<file path="config.mk">
export PLATFORM = sky130hd
export DESIGN_NAME = pid_position_with_ramp
export DESIGN_NICKNAME = d
export VERILOG_FILES = /design/src/rtl/core/pidr_pkg.sv /design/src/rtl/core/pidr_track.sv /design/src/rtl/core/pidr_mult.sv /design/src/rtl/core/pidr_shape.sv /design/src/rtl/core/pid_position_with_ramp.sv
export SDC_FILE = /design/constraint.sdc
export NUM_CORES = 2
export LEC_CHECK = 0
export ABC_CLOCK_PERIOD_IN_PS = 17300
export BUFFER_PORTS_ARGS = -buffer_cell sky130_fd_sc_hd__buf_2
export CAP_MARGIN = 20
export CORE_UTILIZATION = 55
export CTS_BUF_LIST = sky130_fd_sc_hd__clkbuf_8
export CTS_CLUSTER_SIZE = 16
export DETAILED_ROUTE_END_ITERATION = 10
export GPL_ROUTABILITY_DRIVEN = 0
export MAX_ROUTING_LAYER = met4
export PLACE_DENSITY = 0.72
export SLEW_MARGIN = 10
export SYNTH_ARGS = -nofsm -noshare
export SYNTH_HDL_FRONTEND = slang
export SYNTH_SLANG_ARGS = --single-unit
</file>
<file path="constraint.sdc">
create_clock -name clk -period 17.3 [get_ports clk]
set_input_delay 3.46 -clock clk [delete_from_list [all_inputs] [get_ports clk]]
set_output_delay 3.46 -clock clk [all_outputs]
set_load 0.02 [all_outputs]
</file>
<file path="src/rtl/core/pidr_pkg.sv">
// Shared types, widths and default constants for the ramped position PID block.
// Used by every module under rtl/core; no dependencies.

package pidr_pkg;

  localparam int POS_W      = 24;
  localparam int ERR_W      = POS_W + 1;
  localparam int DER_W      = ERR_W + 1;
  localparam int INT_W      = 32;
  localparam int SPD_W      = 16;
  localparam int GAIN_W     = 16;
  localparam int MS_W       = 16;
  localparam int ZONE_W     = 23;
  localparam int MAXS_W     = 15;
  localparam int RAMP_W     = 16;
  localparam int CFG_IDX_W  = 3;
  localparam int CFG_DATA_W = 24;

  localparam int P_W   = GAIN_W + 1 + ERR_W;
  localparam int I_W   = GAIN_W + 1 + INT_W;
  localparam int D_W   = GAIN_W + 1 + DER_W;
  localparam int SUM_W = I_W;
  localparam int SHR_W = SUM_W - 8;

  localparam int unsigned MIN_SPEED_DEF       = 256;
  localparam int unsigned ERROR_THRESHOLD_DEF = 32;
  localparam int unsigned DERIV_THRESHOLD_DEF = 1;
  localparam int unsigned INTEGRAL_LIMIT_DEF  = 1073741823;
  localparam int unsigned RAMP_START_DEF      = 640;

  typedef enum logic [CFG_IDX_W-1:0] {
    REG_TARGET_POSITION = 3'd0,
    REG_MAX_SPEED       = 3'd1,
    REG_GAIN_P          = 3'd2,
    REG_GAIN_I          = 3'd3,
    REG_GAIN_D          = 3'd4,
    REG_TIMEOUT_MS      = 3'd5,
    REG_INTEGRAL_ZONE   = 3'd6,
    REG_RAMP_STEP       = 3'd7
  } cfg_idx_t;

  typedef struct packed {
    logic signed [POS_W-1:0] target_position;
    logic [MAXS_W-1:0]       max_speed;
    logic [GAIN_W-1:0]       gain_p;
    logic [GAIN_W-1:0]       gain_i;
    logic [GAIN_W-1:0]       gain_d;
    logic [MS_W-1:0]         timeout_ms;
    logic [ZONE_W-1:0]       integral_zone;
    logic [MAXS_W-1:0]       ramp_step;
  } cfg_t;

  typedef struct packed {
    logic signed [ERR_W-1:0] err;
    logic signed [INT_W-1:0] integ;
    logic signed [DER_W-1:0] deriv;
    logic                    ramp_on;
    logic [RAMP_W-1:0]       ramp_lim;
    logic                    settled;
    logic                    timed_out;
  } trk_t;

  typedef struct packed {
    logic signed [P_W-1:0] p;
    logic signed [I_W-1:0] i;
    logic signed [D_W-1:0] d;
    logic                  ramp_on;
    logic [RAMP_W-1:0]     ramp_lim;
    logic                  settled;
    logic                  timed_out;
  } prod_t;

endpackage

</file>
<file path="src/rtl/core/pidr_track.sv">
// Input register and error stage: error, clamped integral, derivative, ramp limit, flags.
// Holds the controller state. Depends on pidr_pkg.

module pidr_track import pidr_pkg::*; #(
  parameter int unsigned ERROR_THRESHOLD = ERROR_THRESHOLD_DEF,
  parameter int unsigned DERIV_THRESHOLD = DERIV_THRESHOLD_DEF,
  parameter int unsigned INTEGRAL_LIMIT  = INTEGRAL_LIMIT_DEF,
  parameter int unsigned RAMP_START      = RAMP_START_DEF
) (
  input  logic                    clk,
  input  logic                    rst_n,
  input  cfg_t                    cfg,
  input  logic                    in_valid,
  output logic                    in_ready,
  input  logic signed [POS_W-1:0] in_measured_position,
  input  logic [MS_W-1:0]         in_elapsed_ms,
  input  logic                    in_start_move,
  output logic                    trk_valid,
  input  logic                    trk_ready,
  output trk_t                    trk
);

  logic                    v0_r;
  logic signed [POS_W-1:0] meas_r;
  logic [MS_W-1:0]         ms_r;
  logic                    start_r;
  logic                    v1_r;
  trk_t                    trk_r;
  trk_t                    trk_nxt;

  logic signed [INT_W-1:0] integral_sum_r;
  logic signed [ERR_W-1:0] prev_err_r;
  logic [RAMP_W-1:0]       ramp_limit_r;
  logic [RAMP_W-1:0]       ramp_limit_nxt;

  logic                    adv1;
  logic                    ready0;
  logic signed [INT_W-1:0] base_int;
  logic signed [ERR_W-1:0] base_prev;
  logic [RAMP_W-1:0]       base_ramp;
  logic signed [ERR_W-1:0] err;
  logic [ERR_W-1:0]        err_mag;
  logic signed [INT_W:0]   int_sum;
  logic signed [INT_W:0]   int_lim;
  logic signed [INT_W-1:0] int_new;
  logic signed [DER_W-1:0] deriv;
  logic [DER_W-1:0]        deriv_mag;
  logic [RAMP_W:0]         ramp_sum;
  logic [RAMP_W-1:0]       ramp_sat;
  logic                    ramp_on;

  assign adv1     = v0_r && (!v1_r || trk_ready);
  assign ready0   = !v0_r || adv1;
  assign in_ready = ready0;

  assign base_int  = start_r ? '0 : integral_sum_r;
  assign base_prev = start_r ? '0 : prev_err_r;
  assign base_ramp = start_r ? RAMP_W'(RAMP_START) : ramp_limit_r;

  assign err     = ERR_W'(cfg.target_position) - ERR_W'(meas_r);
  assign err_mag = err[ERR_W-1] ? $unsigned(-err) : $unsigned(err);
  assign int_sum = (INT_W+1)'(base_int) + (INT_W+1)'(err);
  assign int_lim = $signed((INT_W+1)'(INTEGRAL_LIMIT));

  always_comb begin
    if (err_mag > ERR_W'(cfg.integral_zone)) begin
      int_new = '0;
    end else if (int_sum > int_lim) begin
      int_new = INT_W'(int_lim);
    end else if (int_sum < -int_lim) begin
      int_new = INT_W'(-int_lim);
    end else begin
      int_new = INT_W'(int_sum);
    end
  end

  assign deriv     = DER_W'(err) - DER_W'(base_prev);
  assign deriv_mag = deriv[DER_W-1] ? $unsigned(-deriv) : $unsigned(deriv);

  assign ramp_on        = cfg.ramp_step != '0;
  assign ramp_sum       = (RAMP_W+1)'(base_ramp) + (RAMP_W+1)'(cfg.ramp_step);
  assign ramp_sat       = ramp_sum[RAMP_W] ? '1 : ramp_sum[RAMP_W-1:0];
  assign ramp_limit_nxt = ramp_on ? ramp_sat : base_ramp;

  always_comb begin
    trk_nxt.err       = err;
    trk_nxt.integ     = int_new;
    trk_nxt.deriv     = deriv;
    trk_nxt.ramp_on   = ramp_on;
    trk_nxt.ramp_lim  = ramp_limit_nxt;
    trk_nxt.settled   = (err_mag < ERR_W'(ERROR_THRESHOLD)) &&
                        (deriv_mag <= DER_W'(DERIV_THRESHOLD));
    trk_nxt.timed_out = (cfg.timeout_ms != '0) && (ms_r > cfg.timeout_ms);
  end

  always_ff @(posedge clk) begin
    if (!rst_n) begin
      v0_r           <= 1'b0;
      v1_r           <= 1'b0;
      integral_sum_r <= '0;
      prev_err_r     <= '0;
      ramp_limit_r   <= RAMP_W'(RAMP_START);
    end else begin
      if (ready0) begin
        v0_r <= in_valid;
      end
      if (adv1) begin
        v1_r           <= 1'b1;
        integral_sum_r <= int_new;
        prev_err_r     <= err;
        ramp_limit_r   <= ramp_limit_nxt;
      end else if (trk_ready) begin
        v1_r <= 1'b0;
      end
    end
  end

  always_ff @(posedge clk) begin
    if (in_valid && ready0) begin
      meas_r  <= in_measured_position;
      ms_r    <= in_elapsed_ms;
      start_r <= in_start_move;
    end
    if (adv1) begin
      trk_r <= trk_nxt;
    end
  end

  assign trk_valid = v1_r;
  assign trk       = trk_r;

endmodule

</file>
<file path="src/rtl/core/pidr_mult.sv">
// Gain stage: the three gain products, registered.
// Depends on pidr_pkg.

module pidr_mult import pidr_pkg::*; (
  input  logic  clk,
  input  logic  rst_n,
  input  cfg_t  cfg,
  input  logic  trk_valid,
  output logic  trk_ready,
  input  trk_t  trk,
  output logic  prod_valid,
  input  logic  prod_ready,
  output prod_t prod
);

  logic  v_r;
  prod_t prod_r;
  prod_t prod_nxt;
  logic  adv;

  assign adv       = trk_valid && (!v_r || prod_ready);
  assign trk_ready = !v_r || prod_ready;

  always_comb begin
    prod_nxt.p         = $signed({1'b0, cfg.gain_p}) * trk.err;
    prod_nxt.i         = $signed({1'b0, cfg.gain_i}) * trk.integ;
    prod_nxt.d         = $signed({1'b0, cfg.gain_d}) * trk.deriv;
    prod_nxt.ramp_on   = trk.ramp_on;
    prod_nxt.ramp_lim  = trk.ramp_lim;
    prod_nxt.settled   = trk.settled;
    prod_nxt.timed_out = trk.timed_out;
  end

  always_ff @(posedge clk) begin
    if (!rst_n) begin
      v_r <= 1'b0;
    end else if (adv) begin
      v_r <= 1'b1;
    end else if (prod_ready) begin
      v_r <= 1'b0;
    end
  end

  always_ff @(posedge clk) begin
    if (adv) begin
      prod_r <= prod_nxt;
    end
  end

  assign prod_valid = v_r;
  assign prod       = prod_r;

endmodule

</file>
<file path="src/rtl/core/pidr_shape.sv">
// Output stage: sum, floor shift, ramp and maximum clamps, minimum-speed floor.
// Holds the result register. Depends on pidr_pkg.

module pidr_shape import pidr_pkg::*; #(
  parameter int unsigned MIN_SPEED = MIN_SPEED_DEF
) (
  input  logic                    clk,
  input  logic                    rst_n,
  input  cfg_t                    cfg,
  input  logic                    prod_valid,
  output logic                    prod_ready,
  input  prod_t                   prod,
  output logic                    out_valid,
  input  logic                    out_ready,
  output logic signed [SPD_W-1:0] out_drive_speed,
  output logic                    out_settled,
  output logic                    out_timed_out
);

  logic                    v_r;
  logic signed [SPD_W-1:0] speed_r;
  logic                    settled_r;
  logic                    timed_r;
  logic                    adv;

  logic signed [SUM_W-1:0] sum;
  logic signed [SHR_W-1:0] spd0;
  logic signed [SHR_W-1:0] spd1;
  logic signed [SHR_W-1:0] spd2;
  logic signed [SHR_W-1:0] spd3;
  logic signed [SHR_W-1:0] rl;
  logic signed [SHR_W-1:0] ml;
  logic signed [SHR_W-1:0] mn;

  assign adv        = prod_valid && (!v_r || out_ready);
  assign prod_ready = !v_r || out_ready;

  assign sum  = SUM_W'(prod.p) + prod.i + SUM_W'(prod.d);
  assign spd0 = SHR_W'(sum >>> 8);
  assign rl   = $signed(SHR_W'(prod.ramp_lim));
  assign ml   = $signed(SHR_W'(cfg.max_speed));
  assign mn   = $signed(SHR_W'(MIN_SPEED));

  always_comb begin
    spd1 = spd0;
    if (prod.ramp_on) begin
      if (spd0 > rl) begin
        spd1 = rl;
      end else if (spd0 < -rl) begin
        spd1 = -rl;
      end
    end
    spd2 = spd1;
    if (spd1 > ml) begin
      spd2 = ml;
    end else if (spd1 < -ml) begin
      spd2 = -ml;
    end
    spd3 = spd2;
    if (spd2 > 0 && spd2 < mn) begin
      spd3 = mn;
    end else if (spd2 < 0 && spd2 > -mn) begin
      spd3 = -mn;
    end
  end

  always_ff @(posedge clk) begin
    if (!rst_n) begin
      v_r <= 1'b0;
    end else if (adv) begin
      v_r <= 1'b1;
    end else if (out_ready) begin
      v_r <= 1'b0;
    end
  end

  always_ff @(posedge clk) begin
    if (adv) begin
      speed_r   <= spd3[SPD_W-1:0];
      settled_r <= prod.settled;
      timed_r   <= prod.timed_out;
    end
  end

  assign out_valid       = v_r;
  assign out_drive_speed = speed_r;
  assign out_settled     = settled_r;
  assign out_timed_out   = timed_r;

endmodule

</file>
<file path="src/rtl/core/pid_position_with_ramp.sv">
// Top level of the ramped position PID: configuration registers and the stage chain.
// Depends on pidr_pkg, pidr_track, pidr_mult and pidr_shape.
//
// Usage:
//   One input beat per control tick: measured position (Q.8), elapsed ms and
//   a start flag that first clears integral and last error and resets ramp limit.
//   One result beat per tick: drive speed (Q8.8), settled and timed-out flags.
//   Configuration: cfg_we writes cfg_wdata to register cfg_index; the user must
//   write only while the block is idle, which the block itself does not enforce.
//   Path: a taken input beat passes the input, error, gain and output registers.
//   Throughput: one beat per cycle while no stage stalls; the controller state
//   updates in the error stage, so the next tick may follow directly.
//   Stalls: each stage holds its beat while the next is full; in_ready stays
//   high as long as any stage of the chain has room, and is always high while
//   no result is waiting.
//   Reset (rst_n low at a clock edge): all stages empty, integral and last
//   error zero, ramp limit at its start value, registers at their defaults.

module pid_position_with_ramp import pidr_pkg::*; #(
  parameter int unsigned MIN_SPEED       = MIN_SPEED_DEF,
  parameter int unsigned ERROR_THRESHOLD = ERROR_THRESHOLD_DEF,
  parameter int unsigned DERIV_THRESHOLD = DERIV_THRESHOLD_DEF,
  parameter int unsigned INTEGRAL_LIMIT  = INTEGRAL_LIMIT_DEF,
  parameter int unsigned RAMP_START      = RAMP_START_DEF
) (
  input  logic                    clk,
  input  logic                    rst_n,
  input  logic                    cfg_we,
  input  logic [CFG_IDX_W-1:0]    cfg_index,
  input  logic [CFG_DATA_W-1:0]   cfg_wdata,
  input  logic                    in_valid,
  output logic                    in_ready,
  input  logic signed [POS_W-1:0] in_measured_position,
  input  logic [MS_W-1:0]         in_elapsed_ms,
  input  logic                    in_start_move,
  output logic                    out_valid,
  input  logic                    out_ready,
  output logic signed [SPD_W-1:0] out_drive_speed,
  output logic                    out_settled,
  output logic                    out_timed_out
);

  cfg_t  cfg_r;
  logic  trk_valid;
  logic  trk_ready;
  trk_t  trk;
  logic  prod_valid;
  logic  prod_ready;
  prod_t prod;

  always_ff @(posedge clk) begin
    if (!rst_n) begin
      cfg_r.target_position <= '0;
      cfg_r.max_speed       <= MAXS_W'(25600);
      cfg_r.gain_p          <= GAIN_W'(2304);
      cfg_r.gain_i          <= '0;
      cfg_r.gain_d          <= GAIN_W'(1024);
      cfg_r.timeout_ms      <= '0;
      cfg_r.integral_zone   <= ZONE_W'(1280);
      cfg_r.ramp_step       <= '0;
    end else if (cfg_we) begin
      case (cfg_idx_t'(cfg_index))
        REG_TARGET_POSITION: cfg_r.target_position <= $signed(cfg_wdata[POS_W-1:0]);
        REG_MAX_SPEED:       cfg_r.max_speed       <= cfg_wdata[MAXS_W-1:0];
        REG_GAIN_P:          cfg_r.gain_p          <= cfg_wdata[GAIN_W-1:0];
        REG_GAIN_I:          cfg_r.gain_i          <= cfg_wdata[GAIN_W-1:0];
        REG_GAIN_D:          cfg_r.gain_d          <= cfg_wdata[GAIN_W-1:0];
        REG_TIMEOUT_MS:      cfg_r.timeout_ms      <= cfg_wdata[MS_W-1:0];
        REG_INTEGRAL_ZONE:   cfg_r.integral_zone   <= cfg_wdata[ZONE_W-1:0];
        REG_RAMP_STEP:       cfg_r.ramp_step       <= cfg_wdata[MAXS_W-1:0];
        default: begin
        end
      endcase
    end
  end

  pidr_track #(
    .ERROR_THRESHOLD (ERROR_THRESHOLD),
    .DERIV_THRESHOLD (DERIV_THRESHOLD),
    .INTEGRAL_LIMIT  (INTEGRAL_LIMIT),
    .RAMP_START      (RAMP_START)
  ) u_track (
    .clk                  (clk),
    .rst_n                (rst_n),
    .cfg                  (cfg_r),
    .in_valid             (in_valid),
    .in_ready             (in_ready),
    .in_measured_position (in_measured_position),
    .in_elapsed_ms        (in_elapsed_ms),
    .in_start_move        (in_start_move),
    .trk_valid            (trk_valid),
    .trk_ready            (trk_ready),
    .trk                  (trk)
  );

  pidr_mult u_mult (
    .clk        (clk),
    .rst_n      (rst_n),
    .cfg        (cfg_r),
    .trk_valid  (trk_valid),
    .trk_ready  (trk_ready),
    .trk        (trk),
    .prod_valid (prod_valid),
    .prod_ready (prod_ready),
    .prod       (prod)
  );

  pidr_shape #(
    .MIN_SPEED (MIN_SPEED)
  ) u_shape (
    .clk             (clk),
    .rst_n           (rst_n),
    .cfg             (cfg_r),
    .prod_valid      (prod_valid),
    .prod_ready      (prod_ready),
    .prod            (prod),
    .out_valid       (out_valid),
    .out_ready       (out_ready),
    .out_drive_speed (out_drive_speed),
    .out_settled     (out_settled),
    .out_timed_out   (out_timed_out)
  );

endmodule

</file>
# Word level (Yosys, flattened, before mapping)

Index checks and enable logic that the tools add are counted.

Add/subtract/negate cells: 10
$mul: 3
Divide/modulo/power cells: 0
Order comparisons: 14
Equal/unequal tests: 7
Shift-type cells: 0
Mux-type cells: 22
Bitwise operators: 0
Reduce and logical (&&, ||, !) cells: 31

Operator list:

| cell                                                                    | number |
|---|---|
| 41-bit 2-to-1 mux                                                       | 5 |
| 32-bit 2-to-1 mux                                                       | 4 |
| 41-bit < comparator                                                     | 2 |
| 16-bit 2-to-1 mux                                                       | 4 |
| 25-bit 2-to-1 mux                                                       | 2 |
| 42-bit by 49-bit adder with 49-bit output                               | 1 |
| 49-bit by 43-bit adder with 49-bit output                               | 1 |
| 17-bit by 32-bit multiplier with 49-bit output                          | 1 |
| 17-bit by 26-bit multiplier with 43-bit output                          | 1 |
| 17-bit by 25-bit multiplier with 42-bit output                          | 1 |
| 41-bit by 1-bit > comparator with 1-bit output (second input constant)  | 1 |
| 41-bit by 16-bit > comparator with 1-bit output                         | 1 |
| 41-bit by 17-bit > comparator with 1-bit output                         | 1 |
| 41-bit by 9-bit > comparator with 1-bit output (second input constant)  | 1 |
| 41-bit by 1-bit < comparator with 1-bit output (second input constant)  | 1 |
| 41-bit by 10-bit < comparator with 1-bit output (second input constant) | 1 |
| 15-bit negator with 41-bit output                                       | 1 |
| 16-bit negator with 41-bit output                                       | 1 |
| 32-bit by 25-bit adder with 33-bit output                               | 1 |
| 33-bit by 31-bit > comparator with 1-bit output (second input constant) | 1 |
| 33-bit by 31-bit < comparator with 1-bit output (second input constant) | 1 |
| 26-bit by 1-bit <= comparator with 1-bit output (second input constant) | 1 |
| 26-bit 2-to-1 mux                                                       | 1 |
| 26-bit negator                                                          | 1 |
| other kinds (20)                                                        | 51 |

Register bits after elaboration: 532
Latch bits: 0
Memory bits (writable): 0
ROM bits: 0
Input port bits: 73
Output and inout port bits: 20
Memories kept: 0

# Longest topological paths before layout

Depth in word-level cells: 12
Depth in mapped cells: 49

# Hierarchy

A second synthesis with hierarchy kept.

Cells, all modules: 9302
Area, all modules: 83983.0 um^2

Modules (own cells, without submodules):

| module                 | instances | cells an instance | area each (um^2) | seq. area each (um^2) |
|---|---|---|---|---|
| pidr_mult              | 1         | 5644              | 52524.1          | 4614.4 |
| pidr_track             | 1         | 1854              | 16500.8          | 5795.6 |
| pidr_shape             | 1         | 1304              | 9753.1           | 560.5 |
| pid_position_with_ramp | 1         | 500               | 5205.0           | 2822.7 |

# Least setup slack after synthesis

No wires, ideal clock.

Path kind: input to register
Start: in out_ready
End: reg u_mult.prod_r, in the netlist u_mult.prod[0] (enable)
Library setup time: 683 ps
Arrival: 10451 ps
Required time: 16617 ps
Path slack: 6166 ps
Stages on the path: 3
Buffers on the path: 0
Path through: nor2b_1 and2_0 nor2b_1

Cells in the longest elaborated chain, start to end: 3

Ends and longest elaborated chain:

| what                 | line                         | text |
|---|---|---|
| from (decl)          | pid_position_with_ramp.sv:37 | `input logic out_ready,` |
| 1-bit logical OR     | pidr_shape.sv:36             | `assign prod_ready = !v_r \|\| out_ready;` |
| 1-bit logical OR     | pidr_mult.sv:21              | `assign adv = trk_valid && (!v_r \|\| prod_ready);` |
| 1-bit logical AND    | pidr_mult.sv:21              |  |
| via u_mult.adv       | pidr_mult.sv:19              | `logic adv;` |
| to (signal assigned) | pidr_mult.sv:46              | `prod_r <= prod_nxt;` |
| to (decl)            | pidr_mult.sv:17              | `prod_t prod_r;` |

The timed path passes the listed nets, and every way through them passes these cells.
A chain may end at the register's enable or synchronous reset.

# Worst setup path in the final report

Start: reg u_mult.prod_r, in the netlist u_mult.prod[24]
End: reg u_shape.speed_r[5] (netlist: u_shape.out_drive_speed[5]) (data pin)

Cells in the longest elaborated chain, start to end: 11
Elaborated cells on any way between the ends: 17
Those cells by class: 1 x add/sub; 8 x order compare; 5 x mux; 3 x reduce/logical

Ends and longest elaborated chain:

| what                                                                         | line                               | text |
|---|---|---|
| 49-bit by 43-bit adder with 49-bit output *                                  | pidr_shape.sv:38                   | `assign sum = SUM_W'(prod.p) + prod.i + SUM_W'(prod.d);` |
| 41-bit < comparator                                                          | pidr_shape.sv:49                   | `end else if (spd0 < -rl) begin` |
| 41-bit 2-to-1 mux                                                            | pidr_shape.sv:49                   |  |
| 41-bit 2-to-1 mux                                                            | pidr_shape.sv:47                   | `if (spd0 > rl) begin` |
| 41-bit 2-to-1 mux *                                                          | pidr_shape.sv:46                   | `if (prod.ramp_on) begin` |
| 41-bit < comparator                                                          | pidr_shape.sv:56                   | `end else if (spd1 < -ml) begin` |
| 41-bit 2-to-1 mux                                                            | pidr_shape.sv:56                   |  |
| 41-bit 2-to-1 mux *                                                          | pidr_shape.sv:54                   | `if (spd1 > ml) begin` |
| 41-bit by 1-bit < comparator with 1-bit output, or another cell as far along | pidr_shape.sv:62                   | `end else if (spd2 < 0 && spd2 > -mn) begin` |
| 1-bit logical AND, on equally long branches                                  | pidr_shape.sv:62, pidr_shape.sv:60 |  |
| 2-bit OR reduction (no source line)                                          | --                                 |  |
| to (signal assigned)                                                         | pidr_shape.sv:79                   | `speed_r <= spd3[SPD_W-1:0];` |
| to (decl)                                                                    | pidr_shape.sv:21                   | `logic signed [SPD_W-1:0] speed_r;` |

Mark *: on every way between the ends. The rest lies on a longest branch, timed or not.

==> flow_summary.yaml <==
grt:
  antenna_found_initial: 23
  grt_pass1_wl_mm: 361
  grt_overflow_total: 0
  track_usage_pct: 32.8
  grt_pass1_vias: 64600
  grt_max_degree: 93
sta:
  max_clock_freq_mhz: 81.5
  tightestPinTransition_ns: 1.13
  maxSlewHeadroom_pct: 24.1
  setup_slack_ns: 5.04
  final_max_slew_viol_count: 0
  hold_viol: 0
  fin_tns_setup_ns: 0
  rsz0062_at_grt: "false"
  finalSetupViolations: 0
  min_period_ns: 12.26
  timing.final.crit_share_pct: 70.9
  fin_worst_skew_ns: 0.0996
die:
  dieArea_um2: 146000
  core_area_um2: 143000
  start_util_pct: 55.5
  die_y_um: 382
  num_io_pins: 93
  placementRows: 139
  die-width_um: 382
layout:
  layout-drive-gt1-share_pct: 4.70
  syn2layout_area_growth_pct: 5.83
  final-instance-count-excl-fill: 10800
  nets: 10800
synthesis:
  synth.net_count: 10900
  synthSimpleGateAreaFrac_pct: 16.9
  netlist_area_um2: 79600
  ys.warnings.count: 0
  synth_top_cell_area_share_pct: 33.6
  yosysTopAreaCell: "fa_1"
  ys.flop_type: "edfxtp_1"
  ys_seq_elements: 532
  synth.avg_cell_area_um2: 8.98
  synth_mux_area_share_pct: 0.168
  synth_compound_area_share_pct: 9.44
  synth-edff-count: 314
  synth_area_leaders: "fa_1 34%, edfxtp_1 12%, ha_1 9.8%"
  synth.distinct_cells: 102
  async_flop_share_pct: 0
  synth_xor_area_share_pct: 2.97
  synth_top_family_by_area: "adder cells"
  synth_cells: 8858
  synthAdderAreaFrac_pct: 43.4
  synth_seq_area_share_pct: 17.3
pwr:
  vdd_drop_max_uv: 82.2
  p_per_area_nw_per_um2: 80.5
  p_leak_uw: 0.0382
placement:
  port_buffers: 92
  dp_cells: 10600
  dp_slack_ns: 5.43
  dpl.hpwl_mm: 178
route:
  wire_per_inst_um: 21.0
  dr_total_vias: 62700
  drt-initial-drc-count: 6060
  post-route-drc-count: 0
  antenna_left: 0
  first_pass_iters: 6
  vias_per_cell: 5.80
  wl_mm: 227
worst_setup_path:
  crit_top_cell: "o21ai_0"
  startpoint_type: "register"
  critPathSlowestCell: "nor2_1"
  cp-end-kind: "register"
  reg2reg_setup_slack_ns: 5.04
  cp.required_ns: 17.77
  critPathMaxFanout: 26
  worstSetupPathType: "register to register"
  cp.arrival_ns: 12.74
  cp_slowest_stage_delay_ns: 0.79
clock_network:
  cts_max_path_buffers: 3
  post_cts_resized: 0
  cts_hold_buf: 0
  postCtsSetupBuffers: 0
  clk-insertion-delay-late_ns: 0.84
  numCtsBuffers: 93
  h-tree-depth: 3
  clk_pin_slew_ns: 0.06
  clockRootBuffer: "clkbuf_8"
  cts.sinks: 532
  cts_tree: "yes"
hold_path:
  min_path_type: "register to register"
job:
  drv_cap: 0
run_status:
  status: "completed"
==> cells by family (layout without fill, tap and decap cells) <==
logic type,count (synthesis),in the layout
XOR/XNOR,270,270
flip-flops,532,532
buffers and inverters,2081,2111
AND/OR/NAND/NOR,2835,2835
multiplexers,13,13
adder cells (fa/ha/maj),1957,1957
AO/OA/AOI/OAI,1170,1170
other,0,24
==> cell usage after synthesis, drive strengths merged, types with 56 or more instances <==
library cell and count:
a21oi 417, edfxtp 314, xor2 66, nand2 1369, clkbuf 342, o21a 56, nor3 123, and2 540
nand3 99, fa 1336, o21ai 238, ha 621, nor2b 96, inv 1729, xnor2 204, nor2 315
dfxtp 218, a21o 90
==> through the flow <==
step / hold WS [ns] / total power, uW / cell area [um2] / util [%]
3_5_place_dp: 0.405 / 5360 / 82000 / 57.1
2_1_floorplan: 0.400 / 4180 / 79600 / -
5_1_grt: 0.425 / 7190 / 84200 / 58.7
3_3_place_gp: 0.404 / 5260 / 81900 / 57.1
6_report: 0.418 / 6780 / 84200 / 58.7
4_1_cts: 0.416 / 6700 / 84100 / 58.6
==> final cells by class <==
class / instances / area (um2)
Fill cell: 12500 / 59300
Multi-Input combinational cell: 6245 / 58000
Sequential cell: 532 / 13800
Inverter: 1731 / 6510
Tap cell: 1903 / 2380
Clock buffer: 106 / 1460
Timing Repair Buffer: 204 / 1350
Clock inverter: 70 / 654
Antenna cell: 24 / 60.1
==> worst max-delay path, delay by kind of cell (launching register included) <==
family / cells / cell delay [ns]
AO/OA/AOI/OAI: 20 / 5.22
AND/OR/NAND/NOR: 14 / 4.15
adder cells (fa/ha/maj): 4 / 1.52
XOR/XNOR: 1 / 0.53
flip-flops: 1 / 0.32
buffers and inverters: 3 / 0.23
==> final timing paths <==
kind / end / from / cells after the start
setup / recovery: u_shape.out_drive_speed[5] / u_mult.prod[24] / 42
hold / removal: u_mult.prod[13] / u_track.trk[13] / 0
setup reg to reg: u_shape.out_drive_speed[5] / u_mult.prod[24] / 42
hold reg to reg: u_mult.prod[13] / u_track.trk[13] / 0
==> registers in the layout (all words and copies together), names as in the netlist <==
register                 cells
u_track.ms_r                16
u_shape.out_valid            1
u_track.meas_r              24
u_track.integral_sum_r      32
u_shape.out_timed_out        1
u_shape.out_settled          1
u_track.start_r              1
u_mult.prod                153
u_track.trk                102
u_shape.out_drive_speed     16
u_mult.prod_valid            1
cfg_r                      141
u_track.ramp_limit_r        16
u_track.v0_r                 1
u_track.prev_err_r          25
u_track.trk_valid            1
==> cell usage in the layout, fill, tap and decap left out, types with 11 or more instances in the layout <==
master and count:
inv_1 1757, nand2_1 1368, fa_1 1336, ha_1 621, and2_1 539, a21oi_1 416
edfxtp_1 314, nor2_1 311, o21ai_0 231, dfxtp_1 214, xnor2_1 204, nor3_1 120
buf_4 107, clkbuf_8 106, nand3_1 99, nor2b_1 94, buf_2 92, a21o_1 90
xor2_1 66, o21a_1 56, nand4_1 49, and3_1 47, a31oi_1 46, nand2b_1 46
a211oi_1 41, or3_1 39, o21bai_1 31, a221o_1 30, nor4_1 29, diode_2 24
a21boi_0 21, o211ai_1 21, nor3b_1 17, o31ai_1 16, clkinv_2 16, or4_1 15
or2_2 13, o41ai_1 11, a211o_1 11, a32oi_1 11
==> routing by layer <==
layer | part of all wire (%) | up-vias | track usage (%) | routed length (um)
met2 | 45 | 3007 | 50.2 | 103000
li1 | - | 27800 | - | -
met4 | 5.4 | 0 | 15.2 | 12200
met3 | 9.4 | 654 | 6.12 | 21300
met5 | 0 | - | - | 0
met1 | 40 | 31300 | 42.3 | 90700
==> report_power, final <==
group	switching (uW)	internal, uW	total (uW)	leakage, uW
Sequential	130	1500	1630	0.00470
Clock	607	712	1320	0.00119
Combinational	2460	1360	3830	0.0323
No activity file was read; power rests on OpenSTA's default activity.
